$ cat config.mk
export PLATFORM = sky130hd
export DESIGN_NAME = ipw_mul
export DESIGN_NICKNAME = d
export VERILOG_FILES = /design/src/ipw_pkg.sv /design/src/ipw_mul.sv
export SDC_FILE = /design/constraint.sdc
export NUM_CORES = 2
export LEC_CHECK = 0
export BUFFER_PORTS_ARGS = -buffer_cell sky130_fd_sc_hd__buf_4
export CAP_MARGIN = 20
export CORE_MARGIN = 8
export CORE_UTILIZATION = 60
export CTS_BUF_LIST = sky130_fd_sc_hd__clkbuf_8
export DETAILED_ROUTE_END_ITERATION = 12
export PLACE_DENSITY = 0.79
export SLEW_MARGIN = 20
export SYNTH_ARGS = -nofsm -noshare
export SYNTH_HDL_FRONTEND = slang
export SYNTH_SLANG_ARGS = --single-unit
$ cat constraint.sdc
create_clock -name clk -period 10.1 [get_ports clk]
set_input_delay 2.525 -clock clk [delete_from_list [all_inputs] [get_ports clk]]
set_output_delay 2.525 -clock clk [all_outputs]
set_load 0.01 [all_outputs]
$ cat src/ipw_pkg.sv
// ----------------------------------------------------------------------------
// ipw_pkg
// Shared widths, sequencer states and control/status bundles for the
// incremental PID wheel speed unit.
// ----------------------------------------------------------------------------
`timescale 1ns / 1ps

package ipw_pkg;

  // field widths of the stream payloads
  localparam int WHEEL_W   = 2;
  localparam int SPEED_W   = 16;
  localparam int DT_W      = 16;
  localparam int DRIVE_W   = 7;
  localparam int IN_DATA_W  = 56;
  localparam int OUT_DATA_W = 16;

  // register port
  localparam int ADDR_W    = 5;
  localparam int GAIN_W    = 31;
  localparam int LIMIT_W   = 23;
  localparam int THRESH_W  = 15;

  // per-wheel state
  localparam int ERR_W     = 17;
  localparam int ACC_W     = 24;

  // shared multiplier
  localparam int MUL_A_W   = 36;
  localparam int MUL_B_W   = 32;
  localparam int PROD_W    = MUL_A_W + MUL_B_W;

  // derivative divide: magnitude width, two quotient bits per cycle
  localparam int DIV_W     = 54;

  // width of the increment / accumulator sums
  localparam int SUM_W     = 56;

  typedef enum logic [3:0] {
    ST_IDLE,
    ST_LOAD,
    ST_MUL_P,
    ST_MUL_I,
    ST_MUL_IDT,
    ST_MUL_D,
    ST_DIV_START,
    ST_DIV,
    ST_ADD_D,
    ST_CLAMP_INC,
    ST_ACC,
    ST_CLAMP_ACC,
    ST_DONE
  } ipw_state_t;

  typedef enum logic [1:0] {
    SEL_P,
    SEL_I,
    SEL_IDT,
    SEL_D
  } ipw_mul_sel_t;

  typedef struct packed {
    logic in_valid;
    logic wheel_ok;
    logic stop;
    logic dt_zero;
    logic div_done;
    logic out_free;
  } ipw_status_t;

  typedef struct packed {
    logic         ready;
    logic         load;
    logic         clear;
    ipw_mul_sel_t mul_sel;
    logic         cap_p;
    logic         cap_pi;
    logic         div_start;
    logic         add_d;
    logic         clamp_inc;
    logic         acc_add;
    logic         commit;
    logic         emit;
  } ipw_ctrl_t;

endpackage

$ cat src/ipw_mul.sv
// ----------------------------------------------------------------------------
// ipw_mul
// Shared signed multiplier with a registered product, used for the P, I and
// D terms in turn.
// ----------------------------------------------------------------------------
`timescale 1ns / 1ps

module ipw_mul (
  input  logic                                clk,
  input  logic signed [ipw_pkg::MUL_A_W-1:0]  a,
  input  logic signed [ipw_pkg::MUL_B_W-1:0]  b,
  output logic signed [ipw_pkg::PROD_W-1:0]   prod
);

  always_ff @(posedge clk) begin
    prod <= a * b;
  end

endmodule

== After elaboration in Yosys (flattened, before gate mapping) ==
Index checks and enable logic that the tools add are counted.

* Add/subtract/negate cells: 0
* Divide/modulo/power cells: 0
* Bitwise gates (word level): 0
* Multiply operators: 1
* Multiplexer cells: 0
* Shifts and indexed selects: 0
* Order comparisons: 0
* Equality and inequality tests: 0
* Reduce and logical (&&, ||, !) cells: 0

{| class="wikitable"
|+ Operators with widths
! operator !! number
|-
| multiplier 36 x 32 -> 68 bit || 1
|}

* Bits in writable memories: 0
* Latch bits: 0
* Register bits after elaboration: 68
* Bits in read-only memories: 0
* Bits of input ports: 69
* Output and inout port bits: 68
* Logic and storage cells: 2
* Memories: 0

== Longest topological paths before layout ==
* Depth in word-level cells: 1
* Mapped depth: 29
* Depth with buffers taken out: 26

== Least setup slack after synthesis ==
No wires, ideal clock.

* Path kind: input-to-reg
* Start point: input a[35] (netlist name)
* End point: register prod[65] (netlist name)
* Required time: 10.028 ns
* Arrival: 9.684 ns
* Library setup time: 0.072 ns
* Setup slack: 0.344 ns
* Stages on the path: 27
* Path buffers: 1
* Cells stage by stage: clkbuf_1 > nand2_1 > inv_1 > fa_1 > inv_1 > fa_1 > inv_1 > fa_1 > fa_1 > inv_1 > fa_1 > inv_1 > fa_1 > inv_1 > fa_1 > inv_1 > fa_1 > ha_1 > a21o_1 > a21o_1 > a21oi_1 > o21bai_1 > a21oi_1 > o21bai_1 > a31o_2 > a31oi_1 > xnor2_1

* Longest elaborated chain between the ends: 1

{| class="wikitable"
|+ RTL lines
! element !! RTL line !! text
|-
| start, declared || ipw_mul.sv:10 || <nowiki>input logic signed [ipw_pkg::MUL_A_W-1:0] a,</nowiki>
|-
| multiplier 36 x 32 -> 68 bit || ipw_mul.sv:16 || <nowiki>prod <= a * b;</nowiki>
|-
| end signal, assigned || ipw_mul.sv:16 ||
|-
| end, declared || ipw_mul.sv:12 || <nowiki>output logic signed [ipw_pkg::PROD_W-1:0] prod</nowiki>
|}

Every way passes these cells.

== Worst setup path after layout ==
* Start point: input b[18] (netlist name)
* End point: register prod[67] (netlist name)

* Longest elaborated chain between the ends: 1

{| class="wikitable"
|+ RTL lines
! element !! RTL line !! text
|-
| start, declared || ipw_mul.sv:11 || <nowiki>input logic signed [ipw_pkg::MUL_B_W-1:0] b,</nowiki>
|-
| multiplier 36 x 32 -> 68 bit || ipw_mul.sv:16 ||
|}

Every way passes these cells.

==> out/summary.md <==
Status
• status: completed

Logic synthesis
• count of synthesis-stage warnings from yosys: 0
• Net Count, Synth: 5829
• synthesized area divided by synthesized cell count: 9.49 µm²
• portion of the post-synthesis area used by sequential elements: 3.28%
• instance count of the mapped netlist: 4366
• Post-Synthesis Cell Area: 41400 µm²
• prevailing post-synth register cell: sky130_fd_sc_hd__dfxtp_1
• number of synthesized register bits: 68
• cell types occupying the most area after synthesis: sky130_fd_sc_hd__fa_1 (58%), sky130_fd_sc_hd__inv_1 (9.7%), sky130_fd_sc_hd__and2_1 (8.8%)
• share of the synthesized area in the top cell type: 58.1%
• number of distinct library cells after synthesis: 67
• share of flip-flops with an asynchronous set or reset: 0%
• leading area contributor after synthesis: sky130_fd_sc_hd__fa_1
• EDFF count, synth: 0

Cells and area
• final design utilization: 64.9%
• largest register by flop count: prod
• share of cells above drive strength 1: 8.17%
• largest registers in the final layout: prod (68)
• Non-Filler Instances: 5355
• flip-flop count of the largest register after layout: 68
• growth of design area from synthesis to finish: 7.19%
• filler cell count in the final layout: 5419
• nets@finish: 5926

Clock tree
• Inserted Clock Buffers: 9
• CTS tree: built
• number of buffers inserted by hold repair at cts: 0
• number of levels the H-tree was split into: 3
• Root Buffer: sky130_fd_sc_hd__clkbuf_8
• Num Clock Sinks: 68
• clock edge transition at the registers on the reported setup and hold paths: 0.12 ns
• buffer depth of the longest clock path: 2

Drt
• drt wl/cell: 20.5 µm
• ANT nets after route: 0
• post-route DRC violation count: 0
• post-detailed-routing wire length: 110000 µm
• Starting DRT DRC Count: 1816
• number of vias per cell after detailed routing: 5.56
• drt pass-1 iters: 5
• vias: 29800

Job
• count of max-cap constraint violations: 0

Floorplan
• Die Y-Extent: 279 µm
• number of I/O pins: 137
• Initial Utilization: 60.5%
• Core Rows: 96
• core area: 68500 µm²
• die area: 77700 µm²
• die span in x: 279 µm

GRT
• Tot GR Track Use: 29.7%
• global-route wire length before repair: 181000 µm
• aggregate global routing overflow: 0
• antenna violations before repair: 7
• largest net degree at the start of global routing: 37
• number of global-route vias before repair: 34000

Min path
• hold worst-path end: prod[0]$_DFF_P_
• Worst Hold Depth: 3
• hold path startpoint: a[0]
• class of the tightest hold or removal check: in -> reg

Timing
• shortest clock period the worst path allows after layout: 9.88 ns
• Max-Slew Margin vs Limit: 36.9%
• final setup violation count: 0
• Final Hold Slack: 2.68 ns
• Max Slew Vio Count: 0
• count of endpoints failing hold in the final timing report: 0
• worst slew pin tran: 0.947 ns
• maximum operating frequency: 101 MHz
• final worst slack: 0.215 ns
• post-route clock period utilization: 97.9%
• unrepaired setup endpoints after global routing: no

Worst setup path
• startpoint class of the critical path: input port
• top fanout value on the critical path: 19
• endpoint required time on the critical path: 10.45 ns
• start-to-end type of the worst setup path: in -> reg
• arrival time at the worst endpoint: 10.23 ns
• CP Capture Type: register

Placed design
• # placed instances: 5334
• port bufs: 136
• post-detailed-placement half-perimeter wirelength: 92800 µm
• global placement routability congestion: 0.931
• post-placement setup slack: -0.242 ns

-- critical path: stages --
cell and delay, ns:
sky130_fd_sc_hd__buf_4 0.29, sky130_fd_sc_hd__buf_4 0.32, sky130_fd_sc_hd__nand2_1 0.11, sky130_fd_sc_hd__fa_1 0.50, sky130_fd_sc_hd__fa_1 0.58, sky130_fd_sc_hd__inv_1 0.06, sky130_fd_sc_hd__fa_1 0.48, sky130_fd_sc_hd__fa_1 0.63
sky130_fd_sc_hd__fa_1 0.50, sky130_fd_sc_hd__fa_1 0.43, sky130_fd_sc_hd__fa_1 0.54, sky130_fd_sc_hd__fa_1 0.41, sky130_fd_sc_hd__ha_1 0.38, sky130_fd_sc_hd__a21o_1 0.21, sky130_fd_sc_hd__a21oi_1 0.19, sky130_fd_sc_hd__o21ai_0 0.21
sky130_fd_sc_hd__o41ai_1 0.64, sky130_fd_sc_hd__buf_4 0.24, sky130_fd_sc_hd__and3b_1 0.15, sky130_fd_sc_hd__a21o_1 0.17, sky130_fd_sc_hd__buf_12 0.13, sky130_fd_sc_hd__o211a_1 0.21, sky130_fd_sc_hd__a211oi_2 0.05, sky130_fd_sc_hd__xnor2_1 0.25
-- routing by layer --
layer | track usage, % | part of all wire [%] | wire, µm
met1 | 35.5 | 35 | 38800
met2 | 51.2 | 51 | 55900
met3 | 5.78 | 7.7 | 8460
met4 | 15.4 | 6.0 | 6550
met5 | 0 | 0.025 | 27
-- cells in the mapped netlist (3+ instances only) --
master                     number
sky130_fd_sc_hd__o211ai_1       4
sky130_fd_sc_hd__a21o_1        24
sky130_fd_sc_hd__a41oi_1        3
sky130_fd_sc_hd__o21a_1         6
sky130_fd_sc_hd__a211oi_1       9
sky130_fd_sc_hd__a21boi_0       3
sky130_fd_sc_hd__a21oi_1       68
sky130_fd_sc_hd__o21ai_1        4
sky130_fd_sc_hd__clkbuf_1     228
sky130_fd_sc_hd__a211oi_2       3
sky130_fd_sc_hd__o21ai_0       32
sky130_fd_sc_hd__nand2b_1      11
sky130_fd_sc_hd__nand2_1      590
sky130_fd_sc_hd__xor2_1        26
sky130_fd_sc_hd__nand4_1       11
sky130_fd_sc_hd__a31oi_1        8
sky130_fd_sc_hd__dfxtp_1       68
sky130_fd_sc_hd__fa_1        1202
sky130_fd_sc_hd__and2_1       585
sky130_fd_sc_hd__buf_2          7
sky130_fd_sc_hd__and3_1         9
sky130_fd_sc_hd__inv_1       1074
sky130_fd_sc_hd__o21bai_1      12
sky130_fd_sc_hd__nand3_1       14
sky130_fd_sc_hd__xnor2_1       46
sky130_fd_sc_hd__ha_1         192
sky130_fd_sc_hd__nor2_1        63
sky130_fd_sc_hd__nor3_1         8
sky130_fd_sc_hd__nor2b_1        3
-- area by class of cell --
class                      instances  area [µm²]  area share, %
tap                              882        1100           2.48
clock buffer                       9         124          0.279
antenna                            5        12.5         0.0282
multi-input combinational       2986       35200           79.2
sequential                        68        1360           3.06
timing repair buffer             324        2540           5.73
inverter                        1074        4030           9.08
clock inverter                     7        82.6          0.186
-- through the flow --
step                TNS, ns  area [µm²]
global placement      -3.08       44200
global route              0       44400
finish                    0       44400
CTS                       0       44400
floorplan                 0       41400
detailed placement    -1.29       44200
-- cell families after synthesis --
logic type | Yosys count | share of synthesized area (%)
buf+inv | 1312 | 11.9
compound gates | 210 | 3.50
mux | 2 | 0.0483
fa+ha+maj | 1394 | 63.9
xor+xnor | 72 | 1.52
simple gates | 1308 | 15.9
flops | 68 | 3.28
-- cells in the final DEF (no fill, tap or decap), types with 3 or more instances in the layout --
cell,n
sky130_fd_sc_hd__nand2_1,590
sky130_fd_sc_hd__o21a_1,6
sky130_fd_sc_hd__buf_12,9
sky130_fd_sc_hd__diode_2,5
sky130_fd_sc_hd__inv_6,3
sky130_fd_sc_hd__a21oi_1,68
sky130_fd_sc_hd__nor2b_1,3
sky130_fd_sc_hd__xor2_1,26
sky130_fd_sc_hd__o21bai_1,12
sky130_fd_sc_hd__fa_1,1202
sky130_fd_sc_hd__o211ai_1,4
sky130_fd_sc_hd__o21ai_1,4
sky130_fd_sc_hd__nor3_1,8
sky130_fd_sc_hd__ha_1,192
sky130_fd_sc_hd__xnor2_1,46
sky130_fd_sc_hd__buf_4,315
sky130_fd_sc_hd__nand4_1,11
sky130_fd_sc_hd__dfxtp_1,68
sky130_fd_sc_hd__a31oi_1,8
sky130_fd_sc_hd__clkbuf_8,9
sky130_fd_sc_hd__nand2b_1,11
sky130_fd_sc_hd__nand3_1,14
sky130_fd_sc_hd__nor2_1,63
sky130_fd_sc_hd__a21boi_0,3
sky130_fd_sc_hd__a211oi_1,8
sky130_fd_sc_hd__o21ai_0,32
sky130_fd_sc_hd__a211oi_2,3
sky130_fd_sc_hd__a41oi_1,3
sky130_fd_sc_hd__and2_1,585
sky130_fd_sc_hd__a21o_1,24
sky130_fd_sc_hd__inv_1,1074
sky130_fd_sc_hd__and3_1,9
-- worst max-delay path by stage --
| stage | to | slack, ns | start | cells after the start |
|---|---|---|---|---|
| 3_5_place_dp | prod[67]$_DFF_P_ | -0.24 | b[9] | 28 |
| 2_1_floorplan | prod[65]$_DFF_P_ | 0.34 | a[35] | 27 |
| 3_3_place_gp | prod[65]$_DFF_P_ | -0.55 | a[21] | 24 |
| 6_report | prod[67]$_DFF_P_ | 0.22 | b[18] | 24 |
| 5_1_grt | prod[67]$_DFF_P_ | 0.06 | b[9] | 28 |
| 4_1_cts | prod[67]$_DFF_P_ | 0.21 | b[9] | 28 |
-- timing repair --
item / in CTS / in global routing
setup endpoints to repair: 0 / 6
gates resized for setup: 0 / 2
setup buffers: 0 / 0
Power is left out: the tool's default activity adds up to more than one toggle a clock period on the data nets, which glitch-free logic cannot reach.
