$ cat config.mk
export PLATFORM = sky130hd
export DESIGN_NAME = ipw_div
export DESIGN_NICKNAME = d
export VERILOG_FILES = /design/src/ipw_pkg.sv /design/src/ipw_div.sv
export SDC_FILE = /design/constraint.sdc
export NUM_CORES = 1
export LEC_CHECK = 0
export BUFFER_PORTS_ARGS = -buffer_cell sky130_fd_sc_hd__buf_2
export CORE_MARGIN = 4
export CORE_UTILIZATION = 45
export CTS_BUF_LIST = sky130_fd_sc_hd__clkbuf_8 sky130_fd_sc_hd__clkbuf_16
export CTS_CLUSTER_SIZE = 14
export DETAILED_ROUTE_END_ITERATION = 6
export MAX_ROUTING_LAYER = met4
export PLACE_DENSITY_LB_ADDON = 0.05
export RECOVER_POWER = 100
export SLEW_MARGIN = 20
export SYNTH_ARGS = -nofsm -noshare
export SYNTH_HDL_FRONTEND = slang
export SYNTH_SLANG_ARGS = --single-unit
$ cat constraint.sdc
create_clock -name clk -period 6 [get_ports clk]
set_input_delay 1.2 -clock clk [delete_from_list [all_inputs] [get_ports clk]]
set_output_delay 1.2 -clock clk [all_outputs]
set_load 0.02 [all_outputs]
$ cat src/ipw_pkg.sv
// ----------------------------------------------------------------------------
// ipw_pkg
// Shared widths, sequencer states and control/status bundles for the
// incremental PID wheel speed unit.
// ----------------------------------------------------------------------------
`timescale 1ns / 1ps

package ipw_pkg;

  // field widths of the stream payloads
  localparam int WHEEL_W   = 2;
  localparam int SPEED_W   = 16;
  localparam int DT_W      = 16;
  localparam int DRIVE_W   = 7;
  localparam int IN_DATA_W  = 56;
  localparam int OUT_DATA_W = 16;

  // register port
  localparam int ADDR_W    = 5;
  localparam int GAIN_W    = 31;
  localparam int LIMIT_W   = 23;
  localparam int THRESH_W  = 15;

  // per-wheel state
  localparam int ERR_W     = 17;
  localparam int ACC_W     = 24;

  // shared multiplier
  localparam int MUL_A_W   = 36;
  localparam int MUL_B_W   = 32;
  localparam int PROD_W    = MUL_A_W + MUL_B_W;

  // derivative divide: magnitude width, two quotient bits per cycle
  localparam int DIV_W     = 54;

  // width of the increment / accumulator sums
  localparam int SUM_W     = 56;

  typedef enum logic [3:0] {
    ST_IDLE,
    ST_LOAD,
    ST_MUL_P,
    ST_MUL_I,
    ST_MUL_IDT,
    ST_MUL_D,
    ST_DIV_START,
    ST_DIV,
    ST_ADD_D,
    ST_CLAMP_INC,
    ST_ACC,
    ST_CLAMP_ACC,
    ST_DONE
  } ipw_state_t;

  typedef enum logic [1:0] {
    SEL_P,
    SEL_I,
    SEL_IDT,
    SEL_D
  } ipw_mul_sel_t;

  typedef struct packed {
    logic in_valid;
    logic wheel_ok;
    logic stop;
    logic dt_zero;
    logic div_done;
    logic out_free;
  } ipw_status_t;

  typedef struct packed {
    logic         ready;
    logic         load;
    logic         clear;
    ipw_mul_sel_t mul_sel;
    logic         cap_p;
    logic         cap_pi;
    logic         div_start;
    logic         add_d;
    logic         clamp_inc;
    logic         acc_add;
    logic         commit;
    logic         emit;
  } ipw_ctrl_t;

endpackage

$ cat src/ipw_div.sv
// ----------------------------------------------------------------------------
// ipw_div
// Iterative restoring divider, unsigned, retiring two quotient bits per cycle.
// ----------------------------------------------------------------------------
`timescale 1ns / 1ps

module ipw_div (
  input  logic                            clk,
  input  logic                            rst,
  input  logic                            start,
  input  logic [ipw_pkg::DIV_W-1:0]       dividend,
  input  logic [ipw_pkg::DT_W-1:0]        divisor,
  output logic [ipw_pkg::DIV_W-1:0]       quotient,
  output logic                            done
);

  localparam int DW    = ipw_pkg::DT_W;
  localparam int QW    = ipw_pkg::DIV_W;
  localparam int STEPS = QW / 2;
  localparam int CNT_W = $clog2(STEPS);

  logic [DW-1:0]    rem;
  logic [QW-1:0]    quo;
  logic [CNT_W-1:0] cnt;
  logic             busy;
  logic [DW:0]      st1;
  logic [DW:0]      st2;

  // one restoring step: returns {quotient bit, new remainder}
  function automatic logic [DW:0] div_step(input logic [DW-1:0] r, input logic b,
                                           input logic [DW-1:0] d);
    logic [DW:0] s;
    logic [DW:0] diff;
    s    = {r, b};
    diff = s - {1'b0, d};
    if (s >= {1'b0, d}) begin
      return {1'b1, diff[DW-1:0]};
    end
    return {1'b0, s[DW-1:0]};
  endfunction

  always_comb begin
    st1 = div_step(rem, quo[QW-1], divisor);
    st2 = div_step(st1[DW-1:0], quo[QW-2], divisor);
  end

  always_ff @(posedge clk) begin
    if (rst) begin
      busy <= 1'b0;
      done <= 1'b0;
      cnt  <= '0;
    end else if (start) begin
      busy <= 1'b1;
      done <= 1'b0;
      cnt  <= CNT_W'(STEPS - 1);
    end else if (busy) begin
      cnt <= cnt - CNT_W'(1);
      if (cnt == '0) begin
        busy <= 1'b0;
        done <= 1'b1;
      end
    end
  end

  // dividend shifts out at the top while quotient bits shift in at the bottom
  always_ff @(posedge clk) begin
    if (start) begin
      rem <= '0;
      quo <= dividend;
    end else if (busy) begin
      rem <= st2[DW-1:0];
      quo <= {quo[QW-3:0], st1[DW], st2[DW]};
    end
  end

  assign quotient = quo;

endmodule

## Word level (Yosys, flattened, before mapping)

Cells that the tools add are included.

| operators by class | value |
|---|---|
| mux-type cells | 13 |
| $lt $le $gt $ge | 2 |
| add/sub/neg operators | 3 |
| reductions and logical operators | 4 |

Operators with widths:

| operator | number |
|---|---|
| 54-bit 2-to-1 mux | 2 |
| 17-bit 2-to-1 mux | 4 |
| 17-bit by 16-bit >= comparator with 1-bit output | 2 |
| 16-bit subtractor | 2 |
| 5-bit 2-to-1 mux | 2 |
| 5-bit logical NOT | 1 |
| 1-bit 2-to-1 mux | 5 |
| 5-bit by 1-bit subtractor with 5-bit output, second input constant | 1 |
| 2-bit AND reduction | 1 |
| 2-bit nonzero test | 1 |
| 2-bit OR reduction | 1 |

| storage, ports and cells | value |
|---|---|
| word-level logic and storage cells | 28 |
| register bits after elaboration | 77 |
| bits of input ports | 73 |
| output and inout port bits | 55 |

## Logic depth before layout (Yosys ltp)

| depth | value |
|---|---|
| depth in word-level cells | 8 |
| mapped depth | 21 |
| depth with buffers taken out | 20 |

## Worst setup path before layout

No wires, ideal clock.

| timing path | value |
|---|---|
| path type | input-to-reg |
| from | input divisor[12] (netlist bit) |
| to | register quo[0] (netlist: quotient[0]) (data pin) |
| stages | 17 |
| data arrival time | 5.045 ns |
| path slack | 0.695 ns |
| required time | 5.740 ns |
| setup time | 0.260 ns |
| buffers on the path | 2 |
| cell sequence | inv_1 ha_1 a21o_1 a21o_1 a221o_1 a211oi_1 and2b_2 buf_6 mux2_2 ha_1 a211oi_1 o2111ai_1 a32oi_1 o211ai_2 o21bai_4 buf_12 mux2_2 |

| on the way | value |
|---|---|
| cells in the longest elaborated chain, start to end | 8 |
| elaborated cells on any way between the ends | 10 |
| those cells by class | add/sub (1); order compare (2); mux (7) |

RTL lines:

| element | RTL line | RTL |
|---|---|---|
| from (decl) | ipw_div.sv:12 | `input logic [ipw_pkg::DT_W-1:0] divisor,` |
| 16-bit subtractor / 17-bit by 16-bit >= comparator with 1-bit output (equally long branches) | ipw_div.sv:35, ipw_div.sv:36 |  |
| 17-bit 2-to-1 mux / 1-bit 2-to-1 mux (equally long branches) | ipw_div.sv:36 | `if (s >= {1'b0, d}) begin` |
| 17-bit 2-to-1 mux | ipw_div.sv:39 | `return {1'b0, s[DW-1:0]};` |
| 17-bit by 16-bit >= comparator with 1-bit output * | ipw_div.sv:36 |  |
| 1-bit 2-to-1 mux * | ipw_div.sv:36 |  |
| 17-bit 2-to-1 mux * | ipw_div.sv:39 |  |
| 54-bit 2-to-1 mux * | ipw_div.sv:70 | `end else if (busy) begin` |
| 54-bit 2-to-1 mux * | ipw_div.sv:67 | `if (start) begin` |
| to (signal assigned) | ipw_div.sv:69 | `quo <= dividend;` |
| to (signal assigned) | ipw_div.sv:72 | `quo <= {quo[QW-3:0], st1[DW], st2[DW]};` |
| to (decl) | ipw_div.sv:23 | `logic [QW-1:0] quo;` |

Mark *: on every way between the ends. The rest lies on a longest branch, timed or not. The select of a mux whose other input is x is not followed.
A chain may end at the register's enable or synchronous reset.

## Final worst setup path

| timing path | value |
|---|---|
| from | input divisor[12] (netlist bit) |
| to | register rem[4] |

| on the way | value |
|---|---|
| cells in the longest elaborated chain, start to end | 6 |
| elaborated cells on any way between the ends | 10 |
| those cells by class | add/sub (2); order compare (2); mux (6) |

RTL lines:

| element | RTL line | RTL |
|---|---|---|
| 17-bit by 16-bit >= comparator with 1-bit output / 16-bit subtractor (equally long branches) | ipw_div.sv:36, ipw_div.sv:35 |  |
| 1-bit 2-to-1 mux / 17-bit 2-to-1 mux (equally long branches) | ipw_div.sv:36 |  |
| 17-bit 2-to-1 mux | ipw_div.sv:39 |  |
| 16-bit subtractor / 17-bit by 16-bit >= comparator with 1-bit output (equally long branches) | ipw_div.sv:35, ipw_div.sv:36 |  |
| 17-bit 2-to-1 mux / 1-bit 2-to-1 mux (equally long branches) | ipw_div.sv:36 |  |
| 17-bit 2-to-1 mux * | ipw_div.sv:39 |  |
| to (signal assigned) | ipw_div.sv:71 | `rem <= st2[DW-1:0];` |
| to (decl) | ipw_div.sv:22 | `logic [DW-1:0] rem;` |

Marks and branches as above.

==> results by group <==
Yosys
  • Syn nets: 583
  • Post-synth EDFFs: 54
  • Count leader, synth: mux2_2
  • Yosys top cell area share: 31.9%
  • Post-synthesis async set-or-reset flop share: 0%
  • Sequential area share after synthesis: 40.9%
  • Mean cell area of the mapped netlist: 10.7 µm²
  • Top FF cell, synth: edfxtp_1
  • FF+latch count, synth: 77
  • Area leader, netlist: edfxtp_1
  • Synth Instances: 474
  • Synth cell types: 60
  • Post-Syn Area: 0.00509 mm²
  • Synth top area cells: edfxtp_1, mux2_2, dfxtp_1
  • Ys Warns: 0
  • Most frequent cells after synthesis: mux2_2, edfxtp_1, ha_1

Die
  • Die Y: 114 µm
  • Core area: 0.0109 mm²
  • I/O pin cnt: 128
  • Row count: 38
  • Die width: 114 µm
  • Starting Density: 46.5%
  • Die area: 0.0131 mm²

Pwr
  • LEAKAGE: 2.53 nW
  • Worst VDD drop: 239 µV
  • Flop pwr share: 24.9%
  • Logic gate share of total power: 56.5%
  • Clock share of power: 18.6%
  • Internal: 0.00169 W
  • NetSw: 0.00125 W
  • Switching Share: 42.4%
  • Power per cell area: 487 mW/mm²

Cells and area
  • Final Core Density: 55.2%
  • Layout cells sized above 1: 27.1%
  • Diodes inserted: 0
  • Post-layout nets: 709
  • Area delta synth->final: 18.6%

Clocking
  • Clock-pin slew on the worst setup and hold paths: 0.06 ns
  • CTS tree: built
  • Max Buffers Root-to-Sink: 2
  • Post-CTS Setup Inserts: 0
  • CTS H-tree lvls: 3
  • Num CTS Buffers: 9
  • Post-CTS Hold Buffers: 0
  • CTS Root Cell: clkbuf_16
  • Clock Latency Late Sink: 0.33 ns
  • Post-cts sizing count: 0
  • Clk sinks: 77

Route
  • Met1 Wirelength: 5.52 mm
  • Via-to-Cell Ratio: 5.40
  • Met2 WL post-DR: 5.92 mm
  • Remaining antenna violation count: 0
  • DRC: 0
  • TritonRoute pass-1 iters: 4
  • Final wirelength: 12.2 mm
  • Top Layer Used: met4
  • Routed vias: 4025
  • Initial DRC Count: 201
  • Met3 Wirelength: 623 µm
  • WL/cell: 16.4 µm

Critical path
  • CP bufs+invs: 4
  • CP Launch Type: input port
  • Crit-path max cell delay: 0.40 ns
  • Top fanout value on the critical path: 16
  • Endpoint class of the critical path: flip-flop
  • CP delay by family, top: compound AO/OA/AOI/OAI gates
  • Crit path DAT: 5.71 ns
  • Crit path required time: 6.21 ns
  • Worst-path cell chain: buf_2 > inv_1 > ha_1 > a21o_1 > a21o_1 > a221o_1 > a211oi_1 > and2b_2 > buf_4 > mux2_1 > ha_1 > inv_1 > o21a_1 > o21ai_0 > a32oi_1 > o211ai_1 > o21bai_4 > o211ai_1 > a311oi_2
  • Slowest CP cell: ha_1
  • Kind of critical path: input port to flip-flop

Timing
  • Setup TNS: 0 ns
  • # setup viols final: 0
  • F_max: 0.182 GHz
  • Final worst slack: 0.493 ns
  • Hold Vio Cnt, Final: 0
  • Headroom to the max-slew limit: -130%
  • Worst-margin pin slew: 3.46 ns
  • Post-route minimum period: 5.51 ns
  • Hold Worst Slack: 0.510 ns
  • RSZ-0062 raised after global routing: no
  • Slew Limit Fails: 65
  • Clock skew: 0.00774 ns
  • Final worst path period share: 91.8%

Job
  • Max_cap viols: 1

Global routing
  • Grt ovf: 0
  • Initial antenna violation count: 0
  • GRT Resource Usage Total: 19.3%
  • Vias in the first global route: 4086
  • First-pass GRT wire length: 19.5 mm
  • Largest net degree at the start of global routing: 65

Run status
  • Status: finished, violations left
  • Failing checks: capacitance limit, slew limit

Placed design
  • I/O Buffers: 127
  • Post-Place Setup Slack: 0.201 ns
  • HPWL Detailed: 9.55 mm
  • Global placer's final weighted congestion: 0.912

Worst hold path
  • Worst hold path class: flip-flop to flip-flop
==> worst reg2reg max path, cell delays in order (launching register included) <==
cell	delay, ns
dfxtp_1	0.40
ha_1	0.29
a21o_1	0.23
a21o_1	0.19
a221o_1	0.38
a211oi_1	0.33
and2b_2	0.32
buf_4	0.27
mux2_1	0.38
ha_1	0.40
inv_1	0.06
o21a_1	0.18
o21ai_0	0.26
a32oi_1	0.11
o211ai_1	0.14
o21bai_4	0.32
o211ai_1	0.20
a311oi_2	0.29
==> state kept, by name (all words and copies together) (netlist names) <==
| name | count |
|---|---|
| quotient | 54 |
| done | 1 |
| rem | 16 |
| cnt | 5 |
| busy | 1 |
==> power groups by stage <==
stage	sequential [W]	clock, W	combinational, W
final	0.000732	0.000546	0.00166
after global routing	0.000745	0.000578	0.00184
after CTS	0.000733	0.000556	0.00168
after detailed placement	0.000742	0	0.00168
after global placement	0.000740	0	0.00167
after floorplan	0.000782	0	0.00134
==> stage by stage <==
step | cells | total power [W] | instance area (µm²)
floorplan | 474 | 0.00212 | 5090
global placement | 729 | 0.00241 | 5830
detailed placement | 729 | 0.00242 | 5830
CTS | 745 | 0.00297 | 6130
global route | 745 | 0.00316 | 6040
finish | 745 | 0.00294 | 6040
==> cell usage in the layout, fill, tap and decap left out, types with 21 or more instances in the layout <==
master    instances
nand2_1          21
mux2_2           60
ha_1             34
o21ai_0          22
inv_1            34
clkbuf_1         58
buf_2            71
a21oi_1          32
nor2_1           28
dfxtp_1          23
edfxtp_1         54
==> routing by layer <==
metal | track usage (%) | vias to the layer above
met1 | 24.3 | 1883
met4 | 5.94 | 0
li1 | - | 2021
met3 | 4.18 | 16
met2 | 31.0 | 105
met5 | - | -
==> final timing paths <==
check                                     startpoint             endpoint  cells past startpoint  slack (ns)
worst min register to register   rem[2]$_SDFFE_PP0P_  rem[2]$_SDFFE_PP0P_                      2        0.51
worst max register to register  rem[11]$_SDFFE_PP0P_  rem[4]$_SDFFE_PP0P_                     17        1.13
worst min-delay path             rem[2]$_SDFFE_PP0P_  rem[2]$_SDFFE_PP0P_                      2        0.51
worst max-delay path                     divisor[12]  rem[4]$_SDFFE_PP0P_                     19        0.49
==> final cells by class <==
class	count	area (µm²)
tap	140	175
clock inverter	7	72.6
inverter	34	128
clock buffer	9	225
fill	1019	4900
multi-input combinational	347	2770
timing repair buffer	131	588
sequential	77	2080
==> kinds of logic (layout without fill, tap and decap cells) <==
| kind of cell | after synthesis | after routing | share of synthesized area [%] |
|---|---|---|---|
| AND/OR/NAND/NOR | 102 | 102 | 9.88 |
| flip-flops | 77 | 77 | 40.9 |
| adder cells (fa/ha/maj) | 36 | 36 | 9.15 |
| buffers and inverters | 50 | 181 | 4.38 |
| XOR/XNOR | 26 | 26 | 4.47 |
| multiplexers | 70 | 70 | 15.3 |
| AO/OA/AOI/OAI | 113 | 113 | 15.9 |
No activity file was read; power rests on OpenSTA's default activity.
