==> src/ipw_pkg.sv <==
// ----------------------------------------------------------------------------
// ipw_pkg
// Shared widths, sequencer states and control/status bundles for the
// incremental PID wheel speed unit.
// ----------------------------------------------------------------------------
`timescale 1ns / 1ps

package ipw_pkg;

  // field widths of the stream payloads
  localparam int WHEEL_W   = 2;
  localparam int SPEED_W   = 16;
  localparam int DT_W      = 16;
  localparam int DRIVE_W   = 7;
  localparam int IN_DATA_W  = 56;
  localparam int OUT_DATA_W = 16;

  // register port
  localparam int ADDR_W    = 5;
  localparam int GAIN_W    = 31;
  localparam int LIMIT_W   = 23;
  localparam int THRESH_W  = 15;

  // per-wheel state
  localparam int ERR_W     = 17;
  localparam int ACC_W     = 24;

  // shared multiplier
  localparam int MUL_A_W   = 36;
  localparam int MUL_B_W   = 32;
  localparam int PROD_W    = MUL_A_W + MUL_B_W;

  // derivative divide: magnitude width, two quotient bits per cycle
  localparam int DIV_W     = 54;

  // width of the increment / accumulator sums
  localparam int SUM_W     = 56;

  typedef enum logic [3:0] {
    ST_IDLE,
    ST_LOAD,
    ST_MUL_P,
    ST_MUL_I,
    ST_MUL_IDT,
    ST_MUL_D,
    ST_DIV_START,
    ST_DIV,
    ST_ADD_D,
    ST_CLAMP_INC,
    ST_ACC,
    ST_CLAMP_ACC,
    ST_DONE
  } ipw_state_t;

  typedef enum logic [1:0] {
    SEL_P,
    SEL_I,
    SEL_IDT,
    SEL_D
  } ipw_mul_sel_t;

  typedef struct packed {
    logic in_valid;
    logic wheel_ok;
    logic stop;
    logic dt_zero;
    logic div_done;
    logic out_free;
  } ipw_status_t;

  typedef struct packed {
    logic         ready;
    logic         load;
    logic         clear;
    ipw_mul_sel_t mul_sel;
    logic         cap_p;
    logic         cap_pi;
    logic         div_start;
    logic         add_d;
    logic         clamp_inc;
    logic         acc_add;
    logic         commit;
    logic         emit;
  } ipw_ctrl_t;

endpackage

==> src/ipw_ctrl.sv <==
// ----------------------------------------------------------------------------
// ipw_ctrl
// Sequencer for one wheel tick: state read, multiplier schedule, divide,
// clamps, state write-back and result hand-off.
// ----------------------------------------------------------------------------
`timescale 1ns / 1ps

module ipw_ctrl (
  input  logic                  clk,
  input  logic                  rst,
  input  ipw_pkg::ipw_status_t  status,
  output ipw_pkg::ipw_ctrl_t    ctrl
);

  ipw_pkg::ipw_state_t state;
  ipw_pkg::ipw_state_t state_next;

  always_ff @(posedge clk) begin
    if (rst) begin
      state <= ipw_pkg::ST_IDLE;
    end else begin
      state <= state_next;
    end
  end

  always_comb begin
    state_next = state;
    unique case (state)
      ipw_pkg::ST_IDLE: begin
        if (status.in_valid) state_next = ipw_pkg::ST_LOAD;
      end
      ipw_pkg::ST_LOAD: begin
        // unknown wheel, stop request or zero tick skip the arithmetic
        priority if (!status.wheel_ok || status.stop || status.dt_zero) begin
          state_next = ipw_pkg::ST_DONE;
        end else begin
          state_next = ipw_pkg::ST_MUL_P;
        end
      end
      ipw_pkg::ST_MUL_P:     state_next = ipw_pkg::ST_MUL_I;
      ipw_pkg::ST_MUL_I:     state_next = ipw_pkg::ST_MUL_IDT;
      ipw_pkg::ST_MUL_IDT:   state_next = ipw_pkg::ST_MUL_D;
      ipw_pkg::ST_MUL_D:     state_next = ipw_pkg::ST_DIV_START;
      ipw_pkg::ST_DIV_START: state_next = ipw_pkg::ST_DIV;
      ipw_pkg::ST_DIV: begin
        if (status.div_done) state_next = ipw_pkg::ST_ADD_D;
      end
      ipw_pkg::ST_ADD_D:     state_next = ipw_pkg::ST_CLAMP_INC;
      ipw_pkg::ST_CLAMP_INC: state_next = ipw_pkg::ST_ACC;
      ipw_pkg::ST_ACC:       state_next = ipw_pkg::ST_CLAMP_ACC;
      ipw_pkg::ST_CLAMP_ACC: state_next = ipw_pkg::ST_DONE;
      ipw_pkg::ST_DONE: begin
        if (status.out_free) state_next = ipw_pkg::ST_IDLE;
      end
      default:               state_next = ipw_pkg::ST_IDLE;
    endcase
  end

  always_comb begin
    ctrl         = '0;
    ctrl.mul_sel = ipw_pkg::SEL_P;
    unique case (state)
      ipw_pkg::ST_IDLE:      ctrl.ready = 1'b1;
      ipw_pkg::ST_LOAD: begin
        ctrl.load  = 1'b1;
        ctrl.clear = status.wheel_ok && status.stop;
      end
      ipw_pkg::ST_MUL_P:     ctrl.mul_sel = ipw_pkg::SEL_P;
      ipw_pkg::ST_MUL_I: begin
        ctrl.cap_p   = 1'b1;
        ctrl.mul_sel = ipw_pkg::SEL_I;
      end
      ipw_pkg::ST_MUL_IDT:   ctrl.mul_sel = ipw_pkg::SEL_IDT;
      ipw_pkg::ST_MUL_D: begin
        ctrl.cap_pi  = 1'b1;
        ctrl.mul_sel = ipw_pkg::SEL_D;
      end
      ipw_pkg::ST_DIV_START: ctrl.div_start = 1'b1;
      ipw_pkg::ST_DIV:       ctrl.ready = 1'b0;
      ipw_pkg::ST_ADD_D:     ctrl.add_d = status.div_done;
      ipw_pkg::ST_CLAMP_INC: ctrl.clamp_inc = 1'b1;
      ipw_pkg::ST_ACC:       ctrl.acc_add = 1'b1;
      ipw_pkg::ST_CLAMP_ACC: ctrl.commit = 1'b1;
      ipw_pkg::ST_DONE:      ctrl.emit = status.out_free;
      default:               ctrl.ready = 1'b0;
    endcase
  end

endmodule

==> config.mk <==
export PLATFORM = sky130hd
export DESIGN_NAME = ipw_ctrl
export DESIGN_NICKNAME = d
export VERILOG_FILES = /design/src/ipw_pkg.sv /design/src/ipw_ctrl.sv
export SDC_FILE = /design/constraint.sdc
export NUM_CORES = 1
export LEC_CHECK = 0
export BUFFER_PORTS_ARGS = -buffer_cell sky130_fd_sc_hd__buf_2
export CAP_MARGIN = 20
export CORE_AREA = 2 2 40 42
export DETAILED_ROUTE_END_ITERATION = 8
export DIE_AREA = 0 0 42 44
export GPL_TIMING_DRIVEN = 1
export SYNTH_ARGS = -nofsm -noshare
export SYNTH_HDL_FRONTEND = slang
export SYNTH_SLANG_ARGS = --single-unit
==> constraint.sdc <==
create_clock -name clk -period 1.21 [get_ports clk]
set_input_delay 0.121 -clock clk [delete_from_list [all_inputs] [get_ports clk]]
set_output_delay 0.121 -clock clk [all_outputs]
set_load 0.02 [all_outputs]
### Word level (Yosys, flattened, before mapping)

Cells that the tools add are included.
Widths: inputs -> output; s select.

| word-level totals | value |
|---|---|
| word-level logic and storage cells | 38 |
| output and inout port bits | 13 |
| flip-flop bits (word level) | 4 |
| input port bits | 8 |

| operators by class | value |
|---|---|
| mux-type cells | 16 |
| equality and inequality tests | 15 |
| reductions and logical operators | 6 |

Operator list:

| operator | number |
|---|---|
| $pmux 4 s13 | 1 |
| $eq 4x4->1 const B | 5 |
| $eq 4x3->1 const B | 4 |
| $mux 4 | 4 |
| $mux 1 | 9 |
| $eq 4x2->1 const B | 2 |
| $ne 2x2->1 const B | 3 |
| $pmux 2 s3 | 1 |
| $eq 4x1->1 const B | 1 |
| $logic_not 4->1 | 1 |
| $reduce_and 3->1 | 1 |
| $logic_or 1x1->1 | 2 |
| $mux 2 | 1 |
| $logic_and 1x1->1 | 1 |
| $logic_not 1->1 | 1 |

### Depth between registers and ports, before layout

Gate-level depths: netlist of the first run.

| logic depth | value |
|---|---|
| word-level depth | 5 |
| depth in mapped cells | 4 |
| gate-level depth less buffers | 3 |

### Worst setup path before layout of the first run

Ideal clock, no wire load.

| path | value |
|---|---|
| path type | register to output |
| from | register state[0] |
| to | output ctrl[10] in the netlist's numbering |
| setup slack | -0.283 ns |
| buffers on the path | 1 |
| arrival | 1.372 ns |
| stages on the path, launching flop included | 4 |
| path through | dfxtp_1 -> buf_4 -> nor4b_2 -> and3_1 |

RTL lines:

| element | line | source |
|---|---|---|
| from (decl) | ipw_ctrl.sv:15 | `ipw_pkg::ipw_state_t state;` |
| from (signal assigned) | ipw_ctrl.sv:20 | `state <= ipw_pkg::ST_IDLE;` |
| from (signal assigned) | ipw_ctrl.sv:22 | `state <= state_next;` |
| to (decl) | ipw_ctrl.sv:12 | `output ipw_pkg::ipw_ctrl_t ctrl` |

==> flow_summary.html, run 1 <==
<table>
<tr><th>Metric</th><th>Value</th></tr>
<tr><th colspan="2">Setup path</th></tr>
<tr><td>Critical path required time</td><td>1.09 ns</td></tr>
<tr><td>Worst EP arrival</td><td>1.26 ns</td></tr>
<tr><td>Worst-path cell with the longest stage delay</td><td>dfxtp_2</td></tr>
<tr><td>Worst Setup End Kind</td><td>output port</td></tr>
<tr><td>Crit Path Class</td><td>flop to output port</td></tr>
<tr><td>Sort of element at the start of the critical path</td><td>flop</td></tr>
<tr><td>Chain of cells forming the critical path</td><td>buf_12 -&gt; nor4b_4 -&gt; and3_4 -&gt; buf_6</td></tr>
<tr><td>Crit-path max cell delay</td><td>0.32 ns</td></tr>
<tr><td>R2R cell count</td><td>4</td></tr>
<tr><td>Crit Path Max Fanout</td><td>5</td></tr>
<tr><th colspan="2">Final layout</th></tr>
<tr><td>Max reg flops</td><td>4</td></tr>
<tr><td>Post-layout instance count excluding filler cells</td><td>approximately 110</td></tr>
<tr><td>Register with the most flip-flops</td><td>state</td></tr>
<tr><td>Leading registers by flop count</td><td>state: 4 flops</td></tr>
<tr><td>Top library cells by usage in the layout, fill and taps aside</td><td>buf_4 (22), buf_2 (8), buf_6 (8)</td></tr>
<tr><td>Post-synthesis to final-layout area growth</td><td>113%</td></tr>
<tr><td>Net count reported at finish</td><td>100</td></tr>
<tr><td>Fill cell count</td><td>119</td></tr>
<tr><td>Most common cell after layout, fill and taps aside</td><td>buf_4</td></tr>
<tr><td>ANT cells</td><td>0</td></tr>
<tr><td>Share of final-layout standard cells stronger than drive strength 1</td><td>between 70% and 80%</td></tr>
<tr><th colspan="2">Synth</th></tr>
<tr><td>Netlist cell types</td><td>27</td></tr>
<tr><td>Number of register bits inferred by synthesis</td><td>4</td></tr>
<tr><td>Mapped Nets</td><td>60</td></tr>
<tr><td>Count of synthesis-stage warnings from yosys</td><td>0</td></tr>
<tr><td>Area share of the leading cell type in the synthesized netlist</td><td>20.3%</td></tr>
<tr><td>Average footprint of a synthesized cell</td><td>7.58 sq um</td></tr>
<tr><td>Mapped Cells</td><td>52</td></tr>
<tr><td>Synth area leaders</td><td>dfxtp_1 (20%), nor4b_2 (7.6%), nor2_1 (5.7%)</td></tr>
<tr><td>Synth Cell Area</td><td>394 sq um</td></tr>
<tr><td>Library cell occupying the most area in the post-synthesis netlist</td><td>dfxtp_1</td></tr>
<tr><td>Post-synthesis sequential area ratio</td><td>20.3%</td></tr>
<tr><th colspan="2">GRT</th></tr>
<tr><td>Overall track demand over capacity in global routing</td><td>15.0%</td></tr>
<tr><td>Maximum number of pins on one net before global-route repair</td><td>11</td></tr>
<tr><td>Number of global-route vias before repair</td><td>around 470</td></tr>
<tr><td>Remaining global-route overflow</td><td>0</td></tr>
<tr><td>Wire length of the first global-routing pass</td><td>2050 microns</td></tr>
<tr><td>Antenna violations before repair</td><td>0</td></tr>
<tr><th colspan="2">Outcome</th></tr>
<tr><td>Status</td><td>finished, violations left</td></tr>
<tr><td>Violated checks</td><td>negative setup slack</td></tr>
<tr><th colspan="2">Floorplan</th></tr>
<tr><td>Die height</td><td>44 microns</td></tr>
<tr><td>Horizontal extent of the die</td><td>42 microns</td></tr>
<tr><td>Boundary pin count</td><td>21</td></tr>
<tr><td>Floorplan core area</td><td>1420 sq um</td></tr>
<tr><td>Number of rows in the core area</td><td>14</td></tr>
<tr><td>Overall die area</td><td>between 1500 and 2000 sq um</td></tr>
<tr><td>Initial cell density of the core</td><td>27.8%</td></tr>
<tr><th colspan="2">CTS</th></tr>
<tr><td>CTS tree</td><td>done</td></tr>
<tr><td>Buffer cell driving the clock tree root</td><td>clkbuf_4</td></tr>
<tr><td>Depth of the CTS H-tree</td><td>1</td></tr>
<tr><td>TritonCTS Buffers</td><td>3</td></tr>
<tr><td>Clk sinks</td><td>4</td></tr>
<tr><td>CTS clk-pin slew, worst paths</td><td>0.03 ns</td></tr>
<tr><td>Number of buffers between clock root and the deepest sink</td><td>2</td></tr>
<tr><td>Insertion delay of the later-clocked pin in the worst-skew pair</td><td>0.24 ns</td></tr>
<tr><th colspan="2">Placement</th></tr>
<tr><td>Number of placed instances, taps included</td><td>94</td></tr>
<tr><td>Routability cong.</td><td>around 0.84</td></tr>
<tr><td>Detailed-placement wirelength estimate</td><td>between 900 and 1000 microns</td></tr>
<tr><td>Number of port buffers</td><td>20</td></tr>
<tr><th colspan="2">Pwr</th></tr>
<tr><td>Clk network pwr share</td><td>14.0%</td></tr>
<tr><td>Sequential group share of total power</td><td>between 10% and 20%</td></tr>
<tr><td>Power density relative to cell area</td><td>1440 nW/um^2</td></tr>
<tr><td>Combinational power share</td><td>68.2%</td></tr>
<tr><td>Switching portion of total power</td><td>38.8%</td></tr>
<tr><td>Largest voltage drop on the vdd net</td><td>0.00107 V</td></tr>
<tr><td>Leak pwr</td><td>0.371 nW</td></tr>
<tr><td>Internal power</td><td>0.740 mW</td></tr>
<tr><td>Total Power Consumption</td><td>1.21 mW</td></tr>
<tr><td>Switching component of the power</td><td>0.468 mW</td></tr>
<tr><th colspan="2">Drt</th></tr>
<tr><td>Final antenna-violating net count</td><td>0</td></tr>
<tr><td>First-pass iteration count of the detailed router</td><td>4</td></tr>
<tr><td>Vias per cell</td><td>5.02</td></tr>
<tr><td>Wire per inst</td><td>12.2 microns</td></tr>
<tr><td>Remaining DRCs</td><td>0</td></tr>
<tr><td>Overall routed net length</td><td>approximately 1300 microns</td></tr>
<tr><td>Initial detailed-routing violation count</td><td>15</td></tr>
<tr><td>Vias</td><td>532</td></tr>
<tr><th colspan="2">STA</th></tr>
<tr><td>Final number of hold-violating endpoints</td><td>0</td></tr>
<tr><td>Maximum clock frequency</td><td>725 MHz</td></tr>
<tr><td>Final slew viol count</td><td>0</td></tr>
<tr><td>Count of final setup violators</td><td>15</td></tr>
<tr><td>Layout Skew</td><td>0.000630 ns</td></tr>
<tr><td>Worst slew slack as a fraction of its limit</td><td>between 80% and 90%</td></tr>
<tr><td>Crit path time final</td><td>1.38 ns</td></tr>
<tr><td>Slew @ Worst Pin</td><td>0.288 ns</td></tr>
<tr><td>Unrepaired setup endpoints after global routing</td><td>yes</td></tr>
<tr><td>Share of the cycle needed by the critical path after routing</td><td>114%</td></tr>
<tr><td>Post-route setup slack</td><td>-0.170 ns</td></tr>
<tr><th colspan="2">Hold path</th></tr>
<tr><td>Cell depth of the worst hold path</td><td>2</td></tr>
<tr><td>Path class of the lowest-slack min-delay path</td><td>input port to flop</td></tr>
<tr><th colspan="2">Flow run</th></tr>
<tr><td>Max-capacitance violation count</td><td>0</td></tr>
</table>
power groups by stage:
stage	logic, mW	registers, mW	clock network, mW
final	0.825	0.215	0.169
after CTS	0.740	0.214	0.178
after floorplan	0.349	0.212	0
after global placement	0.553	0.214	0
after detailed placement	0.556	0.214	0
after global routing	0.884	0.219	0.183
layout make-up:
cell class | count | area (sq um) | share of cell area, %
tap | 16 | 20.0 | 2.38
sequential | 4 | 90.1 | 10.7
clock buffer | 3 | 22.5 | 2.68
multi-input combinational | 42 | 384 | 45.8
timing repair buffer | 39 | 315 | 37.6
inverter | 2 | 7.51 | 0.894
Yosys cell counts:
master	count
nor2_1	6
nand2_1	5
dfxtp_1	4
a21oi_1	3
nand2b_1	3
nor2b_1	3
nor3_1	3
buf_2	2
buf_4	2
inv_1	2
nor4b_2	2
o21ai_1	2
a211o_1	1
a221o_1	1
a2bb2oi_1	1
and3_1	1
and4b_1	1
mux2i_1	1
nand3_1	1
nor3b_1	1
nor4_2	1
nor4bb_1	1
o2111ai_1	1
o311ai_1	1
o31ai_1	1
or3b_1	1
or4b_1	1
cell families (layout without fill, tap and decap cells):
| family | after synthesis | in the layout | synth area share [%] |
|---|---|---|---|
| buf+inv | 6 | 44 | 8.25 |
| simple gates | 30 | 30 | 49.2 |
| flops | 4 | 4 | 20.3 |
| mux | 1 | 1 | 2.54 |
| compound gates | 11 | 11 | 19.7 |
critical path, delay by kind of cell, from the launching register on:
kind          cells  cell delay [ns]
simple gates      2             0.46
flops             1             0.32
buf+inv           2             0.24
final timing paths:
kind,end,slack [ns],startpoint
worst max-delay path,ctrl[10],-0.17,state[3]
worst min-delay path,state[3],0.12,rst
worst max register to register,state[2],-0.11,state[2]
worst min register to register,state[3],0.65,state[3]
metal layers:
metal,GRT usage [%],vias to the layer above,routed length (microns)
li1,-,268,-
met1,15.8,248,517
met2,27.8,14,689
met3,3.75,2,61
met4,7.74,0,26
met5,0,-,0
timing repair:
action / 4_1_cts / 5_1_grt
hold buffers: 0 / 0
resized for setup: 27 / 13
cloned: 0 / 0
buffers inserted: 9 / 1
setup endpoints to repair: 16 / 17
pin swaps: 5 / 2
metrics by stage:
step / setup slack (ns) / TNS (ns) / utilization, % / instance area (sq um) / hold WS, ns
after detailed placement: -0.100 / -0.263 / 42.9 / 609 / 0.355
after global routing: -0.224 / -2.25 / 59.2 / 840 / 0.129
after floorplan: -0.106 / -0.411 / - / 430 / 0.190
final: -0.170 / -1.28 / 59.2 / 840 / 0.122
after global placement: -0.0639 / -0.173 / 42.9 / 609 / 0.360
after CTS: -0.181 / -1.14 / 54.2 / 769 / 0.0918
(Power assumes the default switching activity.)
==> inputs of run 2 (changes only) <==
CORE_AREA = 10 10 48 50   (was 2 2 40 42)
DIE_AREA = 0 0 58 60   (was 0 0 42 44)
==> run 2 against run 1 <==
The flow still finishes with violations (negative setup slack). Clock skew is 0.0018 ns higher. Combinational power is 7.3% higher. Cell count is 0.94% higher. Sequential cell count stayed put. Worst hold slack better by 0.015 ns.
==> flow_summary.html, run 2 (synthesis gave the netlist of run 1 again) <==
<table>
<tr><th>Metric</th><th>Value</th></tr>
<tr><th colspan="2">Outcome</th></tr>
<tr><td>Status</td><td>finished, violations left</td></tr>
<tr><td>Violated checks</td><td>negative setup slack</td></tr>
<tr><th colspan="2">Placement</th></tr>
<tr><td>Placement Cell Area</td><td>637 sq um (+4.5%)</td></tr>
<tr><td>Routability cong.</td><td>0.785 (-6.4%)</td></tr>
<tr><td>Number of port buffers</td><td>20 (unchanged)</td></tr>
<tr><td>Detailed-placement wirelength estimate</td><td>1050 microns (+17%)</td></tr>
<tr><th colspan="2">Drt</th></tr>
<tr><td>Initial detailed-routing violation count</td><td>8 (-7)</td></tr>
<tr><td>Wire per inst</td><td>14.7 microns (+20%)</td></tr>
<tr><td>First-pass iteration count of the detailed router</td><td>4 (unchanged)</td></tr>
<tr><td>Vias per cell</td><td>5.03 (+0.18%)</td></tr>
<tr><td>Remaining DRCs</td><td>0 (unchanged)</td></tr>
<tr><td>Final antenna-violating net count</td><td>0 (unchanged)</td></tr>
<tr><td>Overall routed net length</td><td>1570 microns (+21%)</td></tr>
<tr><td>Vias</td><td>538 (+1.1%)</td></tr>
<tr><th colspan="2">STA</th></tr>
<tr><td>Post-route setup slack</td><td>-0.144 ns (+0.0256 ns)</td></tr>
<tr><td>Worst slew slack as a fraction of its limit</td><td>83.8% (+2.9 points)</td></tr>
<tr><td>Hold Worst Slack</td><td>0.137 ns (+0.0154 ns)</td></tr>
<tr><td>Final number of hold-violating endpoints</td><td>0 (unchanged)</td></tr>
<tr><td>Share of the cycle needed by the critical path after routing</td><td>112% (-2.1 points)</td></tr>
<tr><td>Final slew viol count</td><td>0 (unchanged)</td></tr>
<tr><td>Slew @ Worst Pin</td><td>0.242 ns (-0.0462 ns)</td></tr>
<tr><td>Crit path time final</td><td>1.35 ns (-0.0256 ns)</td></tr>
<tr><td>Unrepaired setup endpoints after global routing</td><td>yes</td></tr>
<tr><td>Layout Skew</td><td>0.00243 ns (+0.00180 ns)</td></tr>
<tr><td>Count of final setup violators</td><td>15 (unchanged)</td></tr>
<tr><td>Maximum clock frequency</td><td>739 MHz (+1.9%)</td></tr>
<tr><th colspan="2">Pwr</th></tr>
<tr><td>Total Power Consumption</td><td>1.27 mW (+4.7%)</td></tr>
<tr><td>Largest voltage drop on the vdd net</td><td>0.000667 V (-37%)</td></tr>
<tr><td>Power density relative to cell area</td><td>1400 nW/um^2 (-2.5%)</td></tr>
<tr><td>Leak pwr</td><td>0.392 nW (+5.6%)</td></tr>
<tr><th colspan="2">Setup path</th></tr>
<tr><td>Crit Path Class</td><td>flop to output port</td></tr>
<tr><td>Worst EP arrival</td><td>1.23 ns (-0.03 ns)</td></tr>
<tr><td>Startpoint of the most critical register-to-register path</td><td>state[3]</td></tr>
<tr><td>Setup slack on the worst flop-to-flop path</td><td>-0.11 ns (about the same)</td></tr>
<tr><td>Crit Path Max Fanout</td><td>5 (unchanged)</td></tr>
<tr><td>Worst Setup End Kind</td><td>output port</td></tr>
<tr><td>Sort of element at the start of the critical path</td><td>flop</td></tr>
<tr><td>Endpoint of the most critical register-to-register path</td><td>state[0]</td></tr>
<tr><td>Critical path required time</td><td>1.09 ns (about the same)</td></tr>
<tr><td>R2R cell count</td><td>6 (+2)</td></tr>
<tr><td>Launch point of the critical path</td><td>state[3]</td></tr>
<tr><th colspan="2">CTS</th></tr>
<tr><td>Number of buffers between clock root and the deepest sink</td><td>2 (unchanged)</td></tr>
<tr><td>CTS tree</td><td>done</td></tr>
<tr><td>Hold buffers post-CTS</td><td>0 (unchanged)</td></tr>
<tr><td>Depth of the CTS H-tree</td><td>1 (unchanged)</td></tr>
<tr><td>CTS clk-pin slew, worst paths</td><td>0.04 ns (about the same)</td></tr>
<tr><td>Buffer cell driving the clock tree root</td><td>clkbuf_4</td></tr>
<tr><td>Insertion delay of the later-clocked pin in the worst-skew pair</td><td>0.23 ns (about the same)</td></tr>
<tr><td>TritonCTS Buffers</td><td>3 (unchanged)</td></tr>
<tr><td>Clk sinks</td><td>4 (unchanged)</td></tr>
<tr><th colspan="2">GRT</th></tr>
<tr><td>Maximum number of pins on one net before global-route repair</td><td>11 (unchanged)</td></tr>
<tr><td>Number of global-route vias before repair</td><td>571 (+21%)</td></tr>
<tr><td>Wire length of the first global-routing pass</td><td>2500 microns (+22%)</td></tr>
<tr><td>Overall track demand over capacity in global routing</td><td>8.79% (-6.2 points)</td></tr>
<tr><td>Antenna violations before repair</td><td>0 (unchanged)</td></tr>
<tr><td>Remaining global-route overflow</td><td>0 (unchanged)</td></tr>
<tr><th colspan="2">Floorplan</th></tr>
<tr><td>Floorplan core area</td><td>1440 sq um (+1.2%)</td></tr>
<tr><td>Initial cell density of the core</td><td>27.4% (-0.34 points)</td></tr>
<tr><td>Die height</td><td>60 microns (+36%)</td></tr>
<tr><td>Overall die area</td><td>3480 sq um (+88%)</td></tr>
<tr><td>Number of rows in the core area</td><td>14 (unchanged)</td></tr>
<tr><td>Boundary pin count</td><td>21 (unchanged)</td></tr>
<tr><td>Horizontal extent of the die</td><td>58 microns (+38%)</td></tr>
<tr><th colspan="2">Final layout</th></tr>
<tr><td>Max reg flops</td><td>4 (unchanged)</td></tr>
<tr><td>Register with the most flip-flops</td><td>state</td></tr>
<tr><td>Post-route cell area</td><td>902 sq um (+7.5%)</td></tr>
<tr><td>Most common cell after layout, fill and taps aside</td><td>buf_4</td></tr>
<tr><td>Top library cells by usage in the layout, fill and taps aside</td><td>buf_4 (22), buf_6 (8), buf_2 (7)</td></tr>
<tr><td>Final core area utilization</td><td>62.8% (+3.6 points)</td></tr>
<tr><td>Share of final-layout standard cells stronger than drive strength 1</td><td>74.7% (+3.6 points)</td></tr>
<tr><td>Net count reported at finish</td><td>101 (+1.0%)</td></tr>
<tr><td>Leading registers by flop count</td><td>state: 4 flops</td></tr>
<tr><td>ANT cells</td><td>0 (unchanged)</td></tr>
<tr><td>Post-synthesis to final-layout area growth</td><td>129%</td></tr>
<tr><th colspan="2">Flow run</th></tr>
<tr><td>Max-capacitance violation count</td><td>0 (unchanged)</td></tr>
<tr><th colspan="2">Hold path</th></tr>
<tr><td>Terminating pin of the worst hold path</td><td>state[3]</td></tr>
<tr><td>Cell depth of the worst hold path</td><td>2 (unchanged)</td></tr>
<tr><td>Hold_sp</td><td>rst</td></tr>
<tr><td>Path class of the lowest-slack min-delay path</td><td>input port to flop</td></tr>
</table>
## run 2: cell count changes in the layout (fill, tap and decap cells not counted), sizes merged
| cell | previous run | this run |
|---|---|---|
| buf | 39 | 40 |
## run 2: cell type report
type	instances	area, sq um
fill	114	534
multi-input combinational	42	414
timing repair buffer	40	345
sequential	4	92.6
clock buffer	3	22.5
tap	16	20.0
inverter	2	7.51
## run 2: per-stage QoR
stage | worst slack, ns | std cells | TNS [ns]
6_report | -0.144 | 107 | -1.33
5_1_grt | -0.212 | 107 | -2.28
4_1_cts | -0.153 | 105 | -1.15
3_5_place_dp | -0.0559 | 96 | -0.129
3_3_place_gp | -0.101 | 96 | -0.150
2_1_floorplan | -0.106 | 52 | -0.411
## run 2: worst max-delay path, cell delays in order, from the launching register on
cell	delay [ns]
dfxtp_2	0.33
buf_12	0.13
nor4b_4	0.22
and3_4	0.21
buf_6	0.11
## run 2: how the worst max path moves through the flow
stage	depth (start not counted)	slack, ns	to
after detailed placement	3	-0.06	state[2]
after global placement	3	-0.10	state[2]
after global routing	4	-0.21	ctrl[10]
after CTS	3	-0.15	ctrl[10]
after floorplan	3	-0.11	ctrl[10]
final	4	-0.14	ctrl[10]
## run 2: what timing repair did
item / in CTS / in global routing
cloned: 0 / 0
gates resized for setup: 38 / 12
endpoints found under the setup margin: 17 / 16
endpoints found under the hold margin: 0 / 0
buffers inserted: 6 / 2
pin swaps: 5 / 2
## run 2: layer usage
| metal | part of all wire, % | wire (microns) | up-vias | GRT usage, % |
|---|---|---|---|---|
| li1 | - | - | 274 | - |
| met1 | 39 | 607 | 246 | 9.10 |
| met2 | 53 | 837 | 16 | 15.6 |
| met3 | 6.4 | 101 | 2 | 3.60 |
| met4 | 1.3 | 21 | 0 | 3.02 |
| met5 | 0 | 0 | - | 0 |
## run 2: power breakdown
group	internal [mW]	switching, mW	total, mW
Clock	0.110	0.0457	0.156
Combinational	0.492	0.394	0.885
Sequential	0.172	0.0525	0.224
